$ cat src/kse_pkg.sv
package kse_pkg;

    localparam int MaxRowsHw  = 5;
    localparam int MaxColsHw  = 4;
    localparam int NumRowsDef = 5;
    localparam int NumColsDef = 4;

    localparam int ColW      = 4;
    localparam int UnstableW = 5;
    localparam int TickW     = 32;
    localparam int KeyW      = 5;
    localparam int EventW    = 3;

    // input request packing, lowest bit first
    localparam int InPttLo      = 0;
    localparam int InSideLo     = 1;
    localparam int InRow1Lo     = 5;
    localparam int InRow2Lo     = 9;
    localparam int InRow3Lo     = 13;
    localparam int InRow4Lo     = 17;
    localparam int InUnstableLo = 21;
    localparam int InTickLo     = 26;
    localparam int InDataW      = 64;
    localparam int OutDataW     = 8;

    localparam logic [KeyW-1:0] KeyNone = 5'd19;
    localparam logic [KeyW-1:0] KeyUp   = 5'd6;
    localparam logic [KeyW-1:0] KeyDown = 5'd10;
    localparam logic [KeyW-1:0] KeyF    = 5'd17;
    localparam logic [KeyW-1:0] KeyPtt  = 5'd18;

    localparam logic [TickW-1:0] LongTicksRst = 32'd500;

    typedef enum logic [EventW-1:0] {
        EV_PRESSED   = 3'd0,
        EV_PRESSED_F = 3'd1,
        EV_LONG      = 3'd2,
        EV_LONG_CONT = 3'd3,
        EV_RELEASED  = 3'd4
    } t_key_event;

    // column pin sampled and key found at each matrix position
    localparam logic [1:0] RowPin [MaxRowsHw][MaxColsHw] = '{
        '{2'd0, 2'd1, 2'd1, 2'd1},
        '{2'd0, 2'd1, 2'd2, 2'd3},
        '{2'd0, 2'd1, 2'd2, 2'd3},
        '{2'd0, 2'd1, 2'd2, 2'd3},
        '{2'd0, 2'd1, 2'd2, 2'd3}
    };
    localparam logic [KeyW-1:0] RowKey [MaxRowsHw][MaxColsHw] = '{
        '{5'd0,  5'd1,  5'd19, 5'd19},
        '{5'd2,  5'd3,  5'd4,  5'd5},
        '{5'd6,  5'd7,  5'd8,  5'd9},
        '{5'd10, 5'd11, 5'd12, 5'd13},
        '{5'd14, 5'd15, 5'd16, 5'd17}
    };

    // up to two events caused by one poll, slot 0 goes out first
    typedef struct packed {
        logic [1:0]      cnt;
        logic [KeyW-1:0] code0;
        t_key_event      ev0;
        logic [KeyW-1:0] code1;
        t_key_event      ev1;
    } t_result;

endpackage

$ cat src/kse_scan.sv
module kse_scan
    import kse_pkg::*;
#(
    parameter int NUM_ROWS = NumRowsDef,
    parameter int NUM_COLS = NumColsDef
) (
    input  logic [MaxRowsHw-1:0][ColW-1:0] i_row_cols,
    input  logic [UnstableW-1:0]           i_unstable,
    output logic [KeyW-1:0]                o_key
);

    localparam int RowsEff = (NUM_ROWS < MaxRowsHw) ? NUM_ROWS : MaxRowsHw;
    localparam int ColsEff = (NUM_COLS < MaxColsHw) ? NUM_COLS : MaxColsHw;

    always_comb begin
        logic stop;
        logic col_done;
        o_key    = KeyNone;
        stop     = 1'b0;
        col_done = 1'b0;
        for (int i = 0; i < RowsEff; i++) begin
            if (!stop) begin
                if (i_unstable[i]) begin
                    stop = 1'b1;
                end else begin
                    col_done = 1'b0;
                    for (int j = 0; j < ColsEff; j++) begin
                        if (!col_done && !i_row_cols[i][RowPin[i][j]]) begin
                            o_key    = RowKey[i][j];
                            col_done = 1'b1;
                        end
                    end
                    if (o_key != KeyNone) begin
                        stop = 1'b1;
                    end
                end
            end
        end
    end

endmodule

$ cat src/kse_core.sv
module kse_core
    import kse_pkg::*;
(
    input  logic             i_clk,
    input  logic             i_rst_n,
    input  logic             i_move,
    input  logic             i_ptt,
    input  logic [KeyW-1:0]  i_scan_key,
    input  logic [TickW-1:0] i_now,
    input  logic             i_cfg_we,
    input  logic [TickW-1:0] i_cfg_wdata,
    output t_result          o_res
);

    logic             r_ptt_was, n_ptt_was;
    logic [KeyW-1:0]  r_cur_key, n_cur_key;
    t_key_event       r_phase, n_phase;
    logic [KeyW-1:0]  r_rep_key, n_rep_key;
    logic [TickW-1:0] r_start, n_start;
    logic             r_f_armed, n_f_armed;
    logic [TickW-1:0] r_long_ticks;

    always_comb begin
        logic [TickW-1:0] elapsed;
        logic             ptt_hit;
        t_key_event       ptt_ev;
        logic             key_hit;
        logic [KeyW-1:0]  key_code;
        t_key_event       key_ev;

        n_ptt_was = r_ptt_was;
        n_cur_key = r_cur_key;
        n_phase   = r_phase;
        n_rep_key = r_rep_key;
        n_start   = r_start;
        n_f_armed = r_f_armed;
        ptt_hit   = 1'b0;
        ptt_ev    = EV_PRESSED;
        key_hit   = 1'b0;
        key_code  = r_rep_key;
        key_ev    = EV_RELEASED;
        elapsed   = i_now - r_start;

        if (r_ptt_was && !i_ptt) begin
            ptt_hit   = 1'b1;
            ptt_ev    = EV_RELEASED;
            n_ptt_was = 1'b0;
        end else if (!r_ptt_was && i_ptt) begin
            ptt_hit   = 1'b1;
            ptt_ev    = EV_PRESSED;
            n_ptt_was = 1'b1;
        end else if (!r_ptt_was && !i_ptt) begin
            n_cur_key = i_scan_key;
        end

        if (n_cur_key != KeyNone) begin
            case (r_phase)
                EV_RELEASED: begin
                    key_hit  = 1'b1;
                    key_code = n_cur_key;
                    if (r_f_armed) begin
                        key_ev    = EV_PRESSED_F;
                        n_phase   = EV_PRESSED_F;
                        n_f_armed = 1'b0;
                    end else begin
                        key_ev  = EV_PRESSED;
                        n_phase = EV_PRESSED;
                    end
                    if (n_cur_key == KeyF) begin
                        n_f_armed = 1'b1;
                    end
                    n_start   = i_now;
                    n_rep_key = n_cur_key;
                end
                EV_PRESSED: begin
                    if (elapsed >= r_long_ticks) begin
                        n_start = '0;
                        n_phase = EV_LONG;
                    end
                end
                EV_LONG, EV_LONG_CONT: begin
                    key_hit  = 1'b1;
                    key_code = n_cur_key;
                    key_ev   = r_phase;
                    n_phase  = EV_LONG_CONT;
                end
                default: begin
                end
            endcase
        end else if (r_phase != EV_RELEASED) begin
            // release is held back after F-shifted or long presses,
            // except up/down after repeats
            if (r_phase == EV_PRESSED) begin
                key_hit = 1'b1;
            end
            if (r_phase == EV_LONG_CONT && (r_rep_key == KeyUp || r_rep_key == KeyDown)) begin
                key_hit = 1'b1;
            end
            key_code  = r_rep_key;
            key_ev    = EV_RELEASED;
            n_start   = '0;
            n_phase   = EV_RELEASED;
            n_rep_key = KeyNone;
        end

        o_res.code1 = key_code;
        o_res.ev1   = key_ev;
        if (ptt_hit) begin
            o_res.cnt   = key_hit ? 2'd2 : 2'd1;
            o_res.code0 = KeyPtt;
            o_res.ev0   = ptt_ev;
        end else begin
            o_res.cnt   = key_hit ? 2'd1 : 2'd0;
            o_res.code0 = key_code;
            o_res.ev0   = key_ev;
        end
    end

    always_ff @(posedge i_clk) begin
        if (!i_rst_n) begin
            r_ptt_was    <= 1'b0;
            r_cur_key    <= KeyNone;
            r_phase      <= EV_RELEASED;
            r_rep_key    <= KeyNone;
            r_start      <= '0;
            r_f_armed    <= 1'b0;
            r_long_ticks <= LongTicksRst;
        end else begin
            if (i_cfg_we) begin
                r_long_ticks <= i_cfg_wdata;
            end
            if (i_move) begin
                r_ptt_was <= n_ptt_was;
                r_cur_key <= n_cur_key;
                r_phase   <= n_phase;
                r_rep_key <= n_rep_key;
                r_start   <= n_start;
                r_f_armed <= n_f_armed;
            end
        end
    end

endmodule

$ cat src/kse_out.sv
module kse_out
    import kse_pkg::*;
(
    input  logic                i_clk,
    input  logic                i_rst_n,
    input  logic                i_load,
    input  t_result             i_res,
    input  logic                i_tready,
    output logic                o_tvalid,
    output logic [OutDataW-1:0] o_tdata,
    output logic                o_tlast,
    output logic                o_free
);

    logic    r_valid;
    logic    r_sel;
    t_result r_res;
    logic    fire;
    logic    last;

    assign last     = r_sel || (r_res.cnt == 2'd1);
    assign fire     = r_valid && i_tready;
    assign o_free   = !r_valid || (fire && last);
    assign o_tvalid = r_valid;
    assign o_tlast  = last;
    assign o_tdata  = r_sel ? {r_res.ev1, r_res.code1} : {r_res.ev0, r_res.code0};

    always_ff @(posedge i_clk) begin
        if (!i_rst_n) begin
            r_valid <= 1'b0;
            r_sel   <= 1'b0;
        end else if (i_load) begin
            r_valid <= 1'b1;
            r_sel   <= 1'b0;
        end else if (fire) begin
            if (last) begin
                r_valid <= 1'b0;
            end else begin
                r_sel <= 1'b1;
            end
        end
    end

    always_ff @(posedge i_clk) begin
        if (i_load) begin
            r_res <= i_res;
        end
    end

endmodule

$ cat src/keypad_scan_event_generator.sv
// channel    dir  signals                          request
// ---------  ---  -------------------------------  ------------------------------------
// poll in    in   i_s_axis_tvalid/o_tready/tdata   one keypad poll
// event out  out  o_m_axis_tvalid/i_tready/tdata   one key event, tlast = last of poll
// config     in   i_cfg_we/i_cfg_wdata             long_press_ticks, written on i_cfg_we
//
// A poll is registered, then scanned and run through the key state machine
// combinationally; its one or two events, if any, load the output register together.
// Polls are taken every cycle unless a poll with events finds the output still busy.
// Reset (synchronous, active low) clears the key state and sets long_press_ticks to 500.
// A stall on the output holds a poll with events, which then backs up the input.
module keypad_scan_event_generator
    import kse_pkg::*;
#(
    parameter int NUM_ROWS = NumRowsDef,
    parameter int NUM_COLS = NumColsDef
) (
    input  logic                i_clk,
    input  logic                i_rst_n,
    // ptt_pressed, side_cols, row1_cols, row2_cols, row3_cols, row4_cols,
    // unstable_rows, now_tick, zero fill
    input  logic [InDataW-1:0]  i_s_axis_tdata,
    input  logic                i_s_axis_tvalid,
    output logic                o_s_axis_tready,
    // key_code, key_event
    output logic [OutDataW-1:0] o_m_axis_tdata,
    output logic                o_m_axis_tvalid,
    output logic                o_m_axis_tlast,
    input  logic                i_m_axis_tready,
    input  logic                i_cfg_we,
    input  logic [TickW-1:0]    i_cfg_wdata
);

    logic                          r_in_valid;
    logic [InDataW-1:0]            r_in_data;
    logic                          move;
    logic                          out_free;
    logic [MaxRowsHw-1:0][ColW-1:0] row_cols;
    logic [KeyW-1:0]               scan_key;
    t_result                       res;

    assign row_cols = {r_in_data[InRow4Lo +: ColW], r_in_data[InRow3Lo +: ColW],
                       r_in_data[InRow2Lo +: ColW], r_in_data[InRow1Lo +: ColW],
                       r_in_data[InSideLo +: ColW]};

    // a poll with no events never waits on the output
    assign move            = r_in_valid && (res.cnt == 2'd0 || out_free);
    assign o_s_axis_tready = !r_in_valid || move;

    always_ff @(posedge i_clk) begin
        if (!i_rst_n) begin
            r_in_valid <= 1'b0;
        end else if (o_s_axis_tready) begin
            r_in_valid <= i_s_axis_tvalid;
        end
    end

    always_ff @(posedge i_clk) begin
        if (o_s_axis_tready && i_s_axis_tvalid) begin
            r_in_data <= i_s_axis_tdata;
        end
    end

    kse_scan #(
        .NUM_ROWS (NUM_ROWS),
        .NUM_COLS (NUM_COLS)
    ) u_scan (
        .i_row_cols (row_cols),
        .i_unstable (r_in_data[InUnstableLo +: UnstableW]),
        .o_key      (scan_key)
    );

    kse_core u_core (
        .i_clk       (i_clk),
        .i_rst_n     (i_rst_n),
        .i_move      (move),
        .i_ptt       (r_in_data[InPttLo]),
        .i_scan_key  (scan_key),
        .i_now       (r_in_data[InTickLo +: TickW]),
        .i_cfg_we    (i_cfg_we),
        .i_cfg_wdata (i_cfg_wdata),
        .o_res       (res)
    );

    kse_out u_out (
        .i_clk    (i_clk),
        .i_rst_n  (i_rst_n),
        .i_load   (move && res.cnt != 2'd0),
        .i_res    (res),
        .i_tready (i_m_axis_tready),
        .o_tvalid (o_m_axis_tvalid),
        .o_tdata  (o_m_axis_tdata),
        .o_tlast  (o_m_axis_tlast),
        .o_free   (out_free)
    );

endmodule

$ cat config.mk
export PLATFORM = sky130hd
export DESIGN_NAME = keypad_scan_event_generator
export DESIGN_NICKNAME = d
export VERILOG_FILES = /design/src/kse_pkg.sv /design/src/kse_scan.sv /design/src/kse_core.sv /design/src/kse_out.sv /design/src/keypad_scan_event_generator.sv
export SDC_FILE = /design/constraint.sdc
export NUM_CORES = 1
export LEC_CHECK = 0
export BUFFER_PORTS_ARGS = -buffer_cell sky130_fd_sc_hd__buf_2
export CORE_ASPECT_RATIO = 0.75
export CORE_MARGIN = 4
export CORE_UTILIZATION = 60
export CTS_BUF_LIST = sky130_fd_sc_hd__clkbuf_2
export DETAILED_ROUTE_END_ITERATION = 10
export PLACE_DENSITY = 0.82
export REMOVE_ABC_BUFFERS = 1
export SLEW_MARGIN = 10
export SYNTH_ARGS = -nofsm -noshare
export SYNTH_HDL_FRONTEND = slang
export SYNTH_SLANG_ARGS = --single-unit
$ cat constraint.sdc
create_clock -name i_clk -period 8.4 [get_ports i_clk]
set_clock_uncertainty 0.1 [all_clocks]
set_input_delay 0.42 -clock i_clk [delete_from_list [all_inputs] [get_ports i_clk]]
set_output_delay 0.42 -clock i_clk [all_outputs]
set_load 0.01 [all_outputs]
-- Word-level counts from Yosys, hierarchy flattened
Cells that the tools add are included.
- bits in registers: 158
- input bits: 101
- output and inout bits: 11
- logic and storage cells: 241
- add/sub/neg operators: 1
- order comparisons: 1
- eq/ne operators: 17
- mux-type cells: 126
- bitwise logic cells: 2
- reductions and logical operators: 78
- operators with widths (cell ; count):
    $mux W5 ; 44
    $mux W32 ; 3
    $mux W1 ; 68
    $pmux W32 S2 ; 1
    $ge A32 B32 Y1 ; 1
    $logic_not A1 Y1 ; 32
    $sub A32 B32 Y32 ; 1
    $ne A5 B5 Y1 const B ; 5
    $logic_and A1 B1 Y1 ; 24
    $mux W3 ; 5
    $mux W10 ; 1
    $reduce_bool A2 Y1 ; 5
    $ne A3 B3 Y1 const B ; 3
    $pmux W3 S3 ; 1
    $mux W8 ; 1
    $reduce_and A4 Y1 ; 2
    $eq A3 B2 Y1 const B ; 2
    $pmux W3 S2 ; 1
    $reduce_and A2 Y1 ; 3
    $reduce_and A3 Y1 ; 2
    $eq A5 B3 Y1 const B ; 1
    $eq A5 B4 Y1 const B ; 1
    $eq A5 B5 Y1 const B ; 1
    $logic_or A1 B1 Y1 ; 5
    other kinds (10) ; 12

-- Logic depth before layout (Yosys ltp)
Gate-level depths: netlist of the first run.
- depth in word-level cells: 106
- mapped depth: 22
- mapped depth without buffers: 21

-- Hierarchy
From an unflattened synthesis of the first run, not the netlist that was laid out.
- cells, all modules: 906
- area, all modules: 8849.7 sq um
- by module, submodules not included (module ; times used ; cells each ; area each (sq um) ; seq. area each (sq um)):
    kse_core ; 1 ; 755 ; 6010.8 ; 1581.5
    keypad_scan_event_generator ; 1 ; 68 ; 1813.0 ; 1761.7
    kse_out ; 1 ; 37 ; 743.2 ; 580.6
    kse_scan ; 1 ; 46 ; 282.8 ; 0.0

-- Worst setup path before layout of the first run
OpenSTA, ideal clock, no wires.
- path kind: register to register
- start point: register u_core.r_ptt_was
- end point: register r_in_data[0], enable pin
- setup time: 0.488 ns
- data arrival time: 5.430 ns
- required time: 7.812 ns
- path slack: 2.382 ns
- cell stages (with the launch flop): 16
- buffers on the path: 1
- period minus slack after synthesis: 6.018 ns
- cell sequence: dfxtp_1 > inv_1 > ha_1 > or3b_1 > clkbuf_1 > and2_1 > a41oi_1 > o21ai_2 > nor4_4 > nand2_1 > inv_2 > xnor2_1 > o32a_1 > ha_1 > nor2_1 > a21oi_1
- cells in the longest elaborated chain, start to end: 14
- elaborated cells on any way between the ends: 19
- classes of those cells: eq/ne: 1; mux: 9; reduce/logical: 9
- ends and longest elaborated chain (what ; line ; RTL):
    start, declared ; kse_core.sv:15 ; logic r_ptt_was, n_ptt_was;
    start signal, assigned ; kse_core.sv:133 ; r_ptt_was <= n_ptt_was;
    $logic_not A1 Y1 ; kse_core.sv:48, kse_core.sv:52 ;
    $logic_and A1 B1 Y1 ; kse_core.sv:52 ; end else if (!r_ptt_was && !i_ptt) begin
    $mux W5 ; kse_core.sv:52 ;
    $mux W5 ; kse_core.sv:48 ; end else if (!r_ptt_was && i_ptt) begin
    $mux W5 ; kse_core.sv:44 ; if (r_ptt_was && !i_ptt) begin
    $ne A5 B5 Y1 ; kse_core.sv:56 ; if (n_cur_key != KeyNone) begin
    $mux W1 ; kse_core.sv:56 ;
    $mux W1 or $mux W2 (tied branches) ; kse_core.sv:113, kse_core.sv:109 ;
    $mux W10 * ; kse_core.sv:108 ; if (ptt_hit) begin
    $logic_not A2 Y1 * ; keypad_scan_event_generator.sv:47 ; assign move = r_in_valid && (res.cnt == 2'd0 || out_free);
    $logic_or A1 B1 Y1 * ; keypad_scan_event_generator.sv:47 ;
    $logic_and A1 B1 Y1 * ; keypad_scan_event_generator.sv:47 ;
    $logic_or A1 B1 Y1 * ; keypad_scan_event_generator.sv:48 ; assign o_s_axis_tready = !r_in_valid || move;
    $logic_and A1 B1 Y1 * ; keypad_scan_event_generator.sv:59 ; if (o_s_axis_tready && i_s_axis_tvalid) begin
    end signal, assigned ; keypad_scan_event_generator.sv:60 ; r_in_data <= i_s_axis_tdata;
    end, declared ; keypad_scan_event_generator.sv:35 ; logic [InDataW-1:0] r_in_data;
Every way passes the cells marked *; elsewhere a longest branch is shown, timed or not.
A chain may end at the register's enable or synchronous reset.

-- Worst setup path in the final report of the first run
- start point: register r_in_data[26]
- end point: register u_core.r_start[7]
- cells in the longest elaborated chain, start to end: 4
- ends and longest elaborated chain (what ; line ; RTL):
    $sub A32 B32 Y32 ; kse_core.sv:42 ; elapsed = i_now - r_start;
    $ge A32 B32 Y1 ; kse_core.sv:76 ; if (elapsed >= r_long_ticks) begin
    $ne A3 B3 Y1 (no line) ; - ;
    $reduce_and A4 Y1 (no line) ; - ;
    end signal, assigned ; kse_core.sv:137 ; r_start <= n_start;
    end, declared ; kse_core.sv:19 ; logic [TickW-1:0] r_start, n_start;
No other way between the ends.

==> results of run 1 <==
## kinds of logic after synthesis
| kind of cell | synth area share |
|---|---|
| AND/OR/NAND/NOR | 0.1561 |
| AO/OA/AOI/OAI | 0.1360 |
| flip-flops | 0.4462 |
| buffers and inverters | 0.05072 |
| multiplexers | 0.08468 |
| adder cells (fa/ha/maj) | 0.1020 |
| XOR/XNOR | 0.02428 |
## placed cells by master (no fill, tap or decap), types with 26 or more instances in the layout
master         count
buf_2            103
ha_1              69
o21ai_0           26
nand2_1          117
edfxtp_1          74
a21oi_1           53
mux2i_1           62
dlygate4sd3_1     90
dfxtp_1           82
inv_1             83
nor2_1            65
## path summary, 6_finish.rpt
path	startpoint	end	slack (ns)	cells after the start
hold / removal	i_rst_n	u_core.r_rep_key[1]	0.24	2
setup / recovery	r_in_data[26]	u_core.r_start[7]	2.19	22
hold reg to reg	u_core.r_start[30]	u_core.r_start[30]	0.37	2
setup reg to reg	r_in_data[26]	u_core.r_start[7]	2.19	22
## state kept, by name, indices dropped and copies added (netlist names), 3 cells and up
register and flops:
u_core.r_rep_key 5, u_out.r_res 18, r_in_data 56, u_core.r_cur_key 5
u_core.r_start 32, u_core.r_long_ticks 32, u_core.r_phase 3
## critical path: cells and delay by family, from the launching register on
family / cells / cell delay (ns)
multiplexers: 1 / 0.24
buffers and inverters: 3 / 0.61
XOR/XNOR: 1 / 0.17
AND/OR/NAND/NOR: 4 / 0.83
flip-flops: 1 / 0.44
AO/OA/AOI/OAI: 10 / 2.81
adder cells (fa/ha/maj): 3 / 0.92
## timing repair
item,4_1_cts,5_1_grt
setup buffers,0,0
hold buffers,90,0
endpoints found under the hold margin,91,0
## power by group through the flow
| stage | combinational (µW) | sequential (µW) | clock (µW) |
|---|---|---|---|
| 3_3_place_gp | 492 | 904 | 0 |
| 5_1_grt | 619 | 898 | 471 |
| 4_1_cts | 541 | 890 | 434 |
| 3_5_place_dp | 506 | 907 | 0 |
| 6_report | 551 | 892 | 430 |
| 2_1_floorplan | 376 | 898 | 0 |
## final cells by class
cell class              instances  area [µm²]
clock buffers                  18       90.09
clock inverters                14       151.4
fillers                       960        3435
inverters                      85       319.1
multi-input cells             621        4378
flip-flops and latches        156        3864
well taps                     195       244.0
repair buffers                198        1454
## per-layer routing
layer / up-vias / wire, µm / global-route usage
li1: 3539 / - / -
met1: 3300 / 9564 / 0.3630
met2: 285 / 9381 / 0.4060
met3: 38 / 1549 / 0.04883
met4: 0 / 402 / 0.07581
met5: - / 0 / 0
## per-stage QoR
| stage | total power, µW | std cells |
|---|---|---|
| after global placement | 1396 | 1165 |
| after detailed placement | 1413 | 1165 |
| after floorplan | 1275 | 862 |
| after global routing | 1988 | 1287 |
| after CTS | 1866 | 1287 |
| final | 1874 | 1287 |
==> results.txt, run 1 <==
----------------------------------------------------
[Logic synthesis]
  Async S/R FF share, synth ... 0
  Most used standard cell by instance count after synthesis ... nand2_1
  Yosys warning count ... 0
  Library cell occupying the most area in the post-synthesis netlist ... edfxtp_1
  Area fraction of the dominant cell type after synthesis ... 0.2566
  Post-synthesis instance area ... 0.008658 mm²
  Register bit count reported by yosys ... 156
  Largest cells by area after synthesis ... edfxtp_1 (26%), dfxtp_1 (19%), ha_1 (10%), mux2i_1 (7.2%), nand2_1 (5.1%)
  Synth cell types ... 70
  Number of enable flip-flop cells after synthesis ... 74
  Primary flip-flop cell chosen by synthesis mapping ... dfxtp_1
  Top cell types by occurrence after synthesis ... nand2_1 (117), inv_1 (83), dfxtp_1 (82)
  Post-synthesis cell count ... 887
  Sequential cell area fraction in the yosys report ... 0.4462
  Post-Synthesis Mean Instance Area ... 9.761 µm²

[GRT]
  Overall routing resource usage ... 0.2571
  Via count of the first global-routing pass ... 6,950
  Antenna violations before repair ... 0
  Wire length of the first global-routing pass ... 34.17 mm
  Overflow left after global routing ... 0
  Largest net degree at the start of global routing ... 57

[Clock tree]
  H-Tree Depth ... 4
  Number of buffers added by the clock tree synthesis step ... 17
  Clock latency on the worst-skew pair ... 0.74 ns
  Root buffer selected by CTS ... clkbuf_2
  Clock tree from TritonCTS ... built
  CTS Sinks ... 156
  Max Root-Sink Buffers ... 2
  Number of gates given a new drive strength after cts ... 0
  Clock Pin Slew Worst Setup and Hold Paths ... 0.21 ns

[Layout]
  Final core utilization ... 0.7535
  Final std cell area, no fill ... 0.01050 mm²
  Synthesis-to-layout area growth ... 21.27%
  Number of nets at the end of the flow ... 1,250
  Share of layout cells above drive strength 1 ... 0.1493
  Antenna cells ... 0

[Status]
  Run status ... finished, final reports clean

[Die]
  Die Width ... 146.7 µm
  Boundary pin count ... 112
  Die outline area ... 0.01644 mm²
  Starting utilization of the core area ... 0.6214
  Number of core rows ... 37
  Height of the die ... 112.0 µm
  Core Region ... 0.01393 mm²

[Place]
  Final weighted congestion of routability-driven global placement ... 0.9008
  Buffers added on ports ... 103
  Post-placement worst setup slack ... 2.301 ns
  Placement-stage cell area ... 0.009358 mm²
  Half-perimeter wire length after detailed placement ... 13.36 mm

[STA]
  RSZ-0062 raised after global routing ... false
  Setup violations, final ... 0
  Slew Limit Headroom ... 0.3042
  Number of pins exceeding their max-slew limit in the final report ... 0
  Crit path setup slack, layout ... 2.193 ns
  Pin slew with the least headroom to its limit ... 1.044 ns
  Smallest hold slack ... 0.2397 ns
  Final hold violation count ... 0
  Period minus WS final ... 6.207 ns
  Peak clock frequency supported by timing ... 161.1 MHz
  Portion of the clock cycle consumed by the worst path in the final layout ... 0.7389
  Setup TNS ... 0 ns

[Worst setup path]
  Setup CP Type ... reg -> reg
  Required @ worst endpoint ... 8.95 ns
  Crit. End Element ... register
  Library cell contributing the largest single delay on the critical path ... a41oi_4
  Arrival time of data at the critical path endpoint ... 6.76 ns
  Nature of the critical path startpoint ... register
  Critical path, cell by cell ... inv_1 -> ha_1 -> inv_1 -> fa_1 -> a211oi_1 -> o21ai_0 -> nor3b_1 -> o211ai_1 -> o211ai_1 -> a21o_1 -> a21oi_1 -> xnor2_1 -> ha_1 -> nand3_1 -> o211ai_1 -> o41a_1 -> or3_1 -> o211ai_1 -> nand2_1 -> a41oi_4 -> buf_4 -> mux2i_1
  Largest stage delay on the critical path ... 0.72 ns
  CP max FO ... 18
  Most numerous cell on the critical path ... o211ai_1

[Power and ir drop]
  Power Dens Cells ... 178.5 mW/mm²
  Flop pwr share ... 0.476
  Net Sw Frac ... 0.3233
  Clock power frac ... 0.230
  Switching power ... 605.8 µW
  Leakage power figure ... 0.004455 µW
  Maximum resistive drop on vdd ... 0.1522 mV
  Relative contribution of combinational cells to total power ... 0.294
  Cell Int Power ... 1268 µW

[Job]
  Max-capacitance violation count ... 0

[Routing]
  Total vias in the final route ... 7,162
  Drt first pass iters ... 9
  Vias per cell ... 5.565
  Routed len/inst ... 16.24 µm
  Post-route ant nets ... 0
  Residual DRC ... 0
  Routed WL ... 20.90 mm
  Number of DRC markers in iteration 0 ... 705

[Worst hold path]
  Worst min path class ... in -> reg

----------------------------------------------------
Note: power is estimated with default switching activity, not from simulation.
==> run 2: changes to the inputs <==
--- a/config.mk
+++ b/config.mk
@@ -5,6 +5,7 @@
 export SDC_FILE = /design/constraint.sdc
 export NUM_CORES = 1
 export LEC_CHECK = 0
+export ABC_AREA = 1
 export BUFFER_PORTS_ARGS = -buffer_cell sky130_fd_sc_hd__buf_2
 export CORE_ASPECT_RATIO = 0.75
 export CORE_MARGIN = 4
==> constraint.sdc (replaced) <==
create_clock -name i_clk -period 6.2 [get_ports i_clk]
set_clock_uncertainty 0.1 [all_clocks]
set_input_delay 0.31 -clock i_clk [delete_from_list [all_inputs] [get_ports i_clk]]
set_output_delay 0.31 -clock i_clk [all_outputs]
set_load 0.01 [all_outputs]
==> results.txt, run 2 <==
----------------------------------------------------
[Clock tree]
  Max Root-Sink Buffers ... 2
  Clock latency on the worst-skew pair ... 0.73 ns
  Root buffer selected by CTS ... clkbuf_2
  Number of gates given a new drive strength after cts ... 0
  Clock Pin Slew Worst Setup and Hold Paths ... 0.28 ns
  CTS Sinks ... 156
  Post-CTS Hold Fix Bufs ... 104
  Buffers inserted during post-CTS setup optimization ... 0
  Number of buffers added by the clock tree synthesis step ... 17
  Clock tree from TritonCTS ... built
  H-Tree Depth ... 4

[Worst setup path]
  Library cell contributing the largest single delay on the critical path ... edfxtp_1
  Required @ worst endpoint ... 6.69 ns
  Largest stage delay on the critical path ... 0.47 ns
  Most numerous cell on the critical path ... nand2_1
  Endpoint of the worst-slack reg-to-reg timing path ... u_core.r_start[2]
  Arrival time of data at the critical path endpoint ... 6.17 ns
  Worst setup endpoint ... u_core.r_start[2]
  Crit. End Element ... register
  Count of cells along the worst register-to-register path ... 28
  Setup slack of the most critical reg-to-reg path ... 0.52 ns
  Nature of the critical path startpoint ... register
  Setup CP Type ... reg -> reg
  Worst reg2reg path startpoint ... r_in_data[26]
  CP max FO ... 16
  Crit path from ... r_in_data[26]

[GRT]
  Wire length of the first global-routing pass ... 36.74 mm
  Antenna violations before repair ... 0
  Overall routing resource usage ... 0.2682
  Largest net degree at the start of global routing ... 52
  Overflow left after global routing ... 0
  Via count of the first global-routing pass ... 7,786

[Power and ir drop]
  Power Dens Cells ... 280.0 mW/mm²
  Leakage power figure ... 0.005072 µW
  Maximum resistive drop on vdd ... 0.1537 mV

[Routing]
  Post-route ant nets ... 0
  Drt first pass iters ... 5
  Routed WL ... 22.16 mm
  Number of DRC markers in iteration 0 ... 684
  Vias per cell ... 5.294
  Residual DRC ... 0
  Routed len/inst ... 14.66 µm
  Total vias in the final route ... 8,004

[Logic synthesis]
  Top cell types by occurrence after synthesis ... nand2_1 (215), inv_1 (165), a21oi_1 (97)
  Most used standard cell by instance count after synthesis ... nand2_1
  Yosys warning count ... 0
  Sequential cell area fraction in the yosys report ... 0.4327
  Primary flip-flop cell chosen by synthesis mapping ... dfxtp_1
  Synth cell types ... 47
  Library cell occupying the most area in the post-synthesis netlist ... edfxtp_1
  Async S/R FF share, synth ... 0
  Post-Synthesis Mean Instance Area ... 8.140 µm²
  Number of enable flip-flop cells after synthesis ... 74
  Post-synthesis cell count ... 1,097
  Post-synthesis instance area ... 0.008930 mm²
  Area fraction of the dominant cell type after synthesis ... 0.2488
  Largest cells by area after synthesis ... edfxtp_1 (25%), dfxtp_1 (18%), ha_1 (9.7%), nand2_1 (9.0%), inv_1 (6.9%)
  Register bit count reported by yosys ... 156

[Layout]
  Most common cell after layout, fill and taps aside ... nand2_1
  Final std cell area, no fill ... 0.01083 mm²
  Largest regs ... r_in_data (56), u_core.r_long_ticks (32), u_core.r_start (32)
  Final core utilization ... 0.7468
  Non-Filler Instances ... 1,512
  Number of nets at the end of the flow ... 1,470
  Antenna cells ... 0
  Flip-flop count of the largest register after layout ... 56
  Top library cells by usage in the layout, fill and taps aside ... nand2_1 (215), inv_1 (164), dlygate4sd3_1 (104), buf_2 (103), a21oi_1 (97)
  Number of fillers in the final layout ... 1,054
  Synthesis-to-layout area growth ... 21.27%
  Share of layout cells above drive strength 1 ... 0.1402
  Largest register by flop count ... r_in_data

[STA]
  Final hold violation count ... 0
  Setup violations, final ... 0
  Pin slew with the least headroom to its limit ... 0.8218 ns
  Slew Limit Headroom ... 0.4509
  Period minus WS final ... 5.679 ns
  RSZ-0062 raised after global routing ... false
  Peak clock frequency supported by timing ... 176.1 MHz
  Portion of the clock cycle consumed by the worst path in the final layout ... 0.9159
  Number of pins exceeding their max-slew limit in the final report ... 0
  Setup TNS ... 0 ns

[Die]
  Number of core rows ... 38
  Starting utilization of the core area ... 0.6158
  Boundary pin count ... 112
  Core Region ... 0.01450 mm²
  Die Width ... 148.9 µm
  Height of the die ... 113.7 µm
  Die outline area ... 0.01692 mm²

[Worst hold path]
  Worst min path class ... in -> reg

[Job]
  Max-capacitance violation count ... 0

[Place]
  Half-perimeter wire length after detailed placement ... 13.98 mm
  Final weighted congestion of routability-driven global placement ... 0.9372
  Cell count after placement ... 1,376
  Placement-stage cell area ... 0.009552 mm²
  Buffers added on ports ... 103

[Status]
  Run status ... finished, final reports clean

----------------------------------------------------
==> run 2: cell count changes after synthesis, sizes merged, moves of 14 or more <==
| cell | previous run | this run |
|---|---|---|
| nand2 | 117 | 227 |
| inv | 84 | 170 |
| mux2i | 62 | 0 |
| o21ai | 28 | 80 |
| a21oi | 55 | 100 |
| nand3 | 21 | 66 |
| nor2 | 65 | 102 |
| o211ai | 17 | 3 |
==> run 2: cell families (layout without fill, tap and decap cells) <==
kind of cell               count (synthesis)  in the layout  share of synthesized area
and+or+nand+nor                          421            421                     0.2093
DFF                                      156            156                     0.4327
adders and majority gates                 70             70                    0.09892
AOI/OAI and AO/OA                        215            215                     0.1334
buffers and inverters                    203            418                    0.09430
xor gates and xnor gates                  32             32                    0.03139
==> run 2: layer usage <==
metal,share of wire,GRT usage,vias up
met4,0.029,0.09146,0
met3,0.065,0.05163,65
met2,0.47,0.4610,319
li1,-,-,4008
met5,0,0,-
met1,0.43,0.3426,3612
==> run 2: final cells by class <==
cell class / count / area, µm² / area share
clock buffer: 19 / 95.09 / 0.008781
clock inverter: 13 / 141.4 / 0.01306
inverter: 172 / 645.6 / 0.05962
multi-input combinational: 738 / 4224 / 0.3901
sequential: 156 / 3864 / 0.3568
tap: 200 / 250.2 / 0.02311
timing repair buffer: 214 / 1609 / 0.1486
==> run 2: worst min path at each step <==
stage,cells past startpoint,from,endpoint
4_1_cts,2,i_s_axis_tdata[5],r_in_data[5]
5_1_grt,2,i_s_axis_tdata[6],r_in_data[6]
6_report,2,i_s_axis_tdata[24],r_in_data[24]
2_1_floorplan,1,i_rst_n,u_core.r_phase[2]
3_5_place_dp,2,u_core.r_long_ticks[26],u_core.r_long_ticks[26]
3_3_place_gp,2,u_core.r_cur_key[4],u_core.r_cur_key[4]
==> run 2: worst max-delay path, delay by kind of cell, from the launching register on <==
kind | cells | cell delay, ns
XOR/XNOR | 1 | 0.16
AO/OA/AOI/OAI | 7 | 1.57
AND/OR/NAND/NOR | 13 | 1.82
adder cells (fa/ha/maj) | 3 | 0.87
flip-flops | 1 | 0.47
buffers and inverters | 4 | 0.54
==> run 2: per-stage QoR <==
stage / power, µW / hold slack (ns) / setup WS, ns
final: 3032 / 0.1624 / 0.5211
after global routing: 3255 / 0.1007 / 0.1535
after CTS: 3003 / 0.1069 / 0.6056
after detailed placement: 2385 / 0.3559 / 0.6571
after global placement: 2337 / 0.3448 / 0.7971
after floorplan: 2093 / 0.2942 / 1.380
==> run 2: where the power goes <==
part	total, µW	switching [µW]	leakage (µW)	internal (µW)
clock network	580	390	0.000133	190
logic	1200	742	0.00355	460
registers	1250	46.1	0.00139	1200
total	3030	1180	0.00507	1850
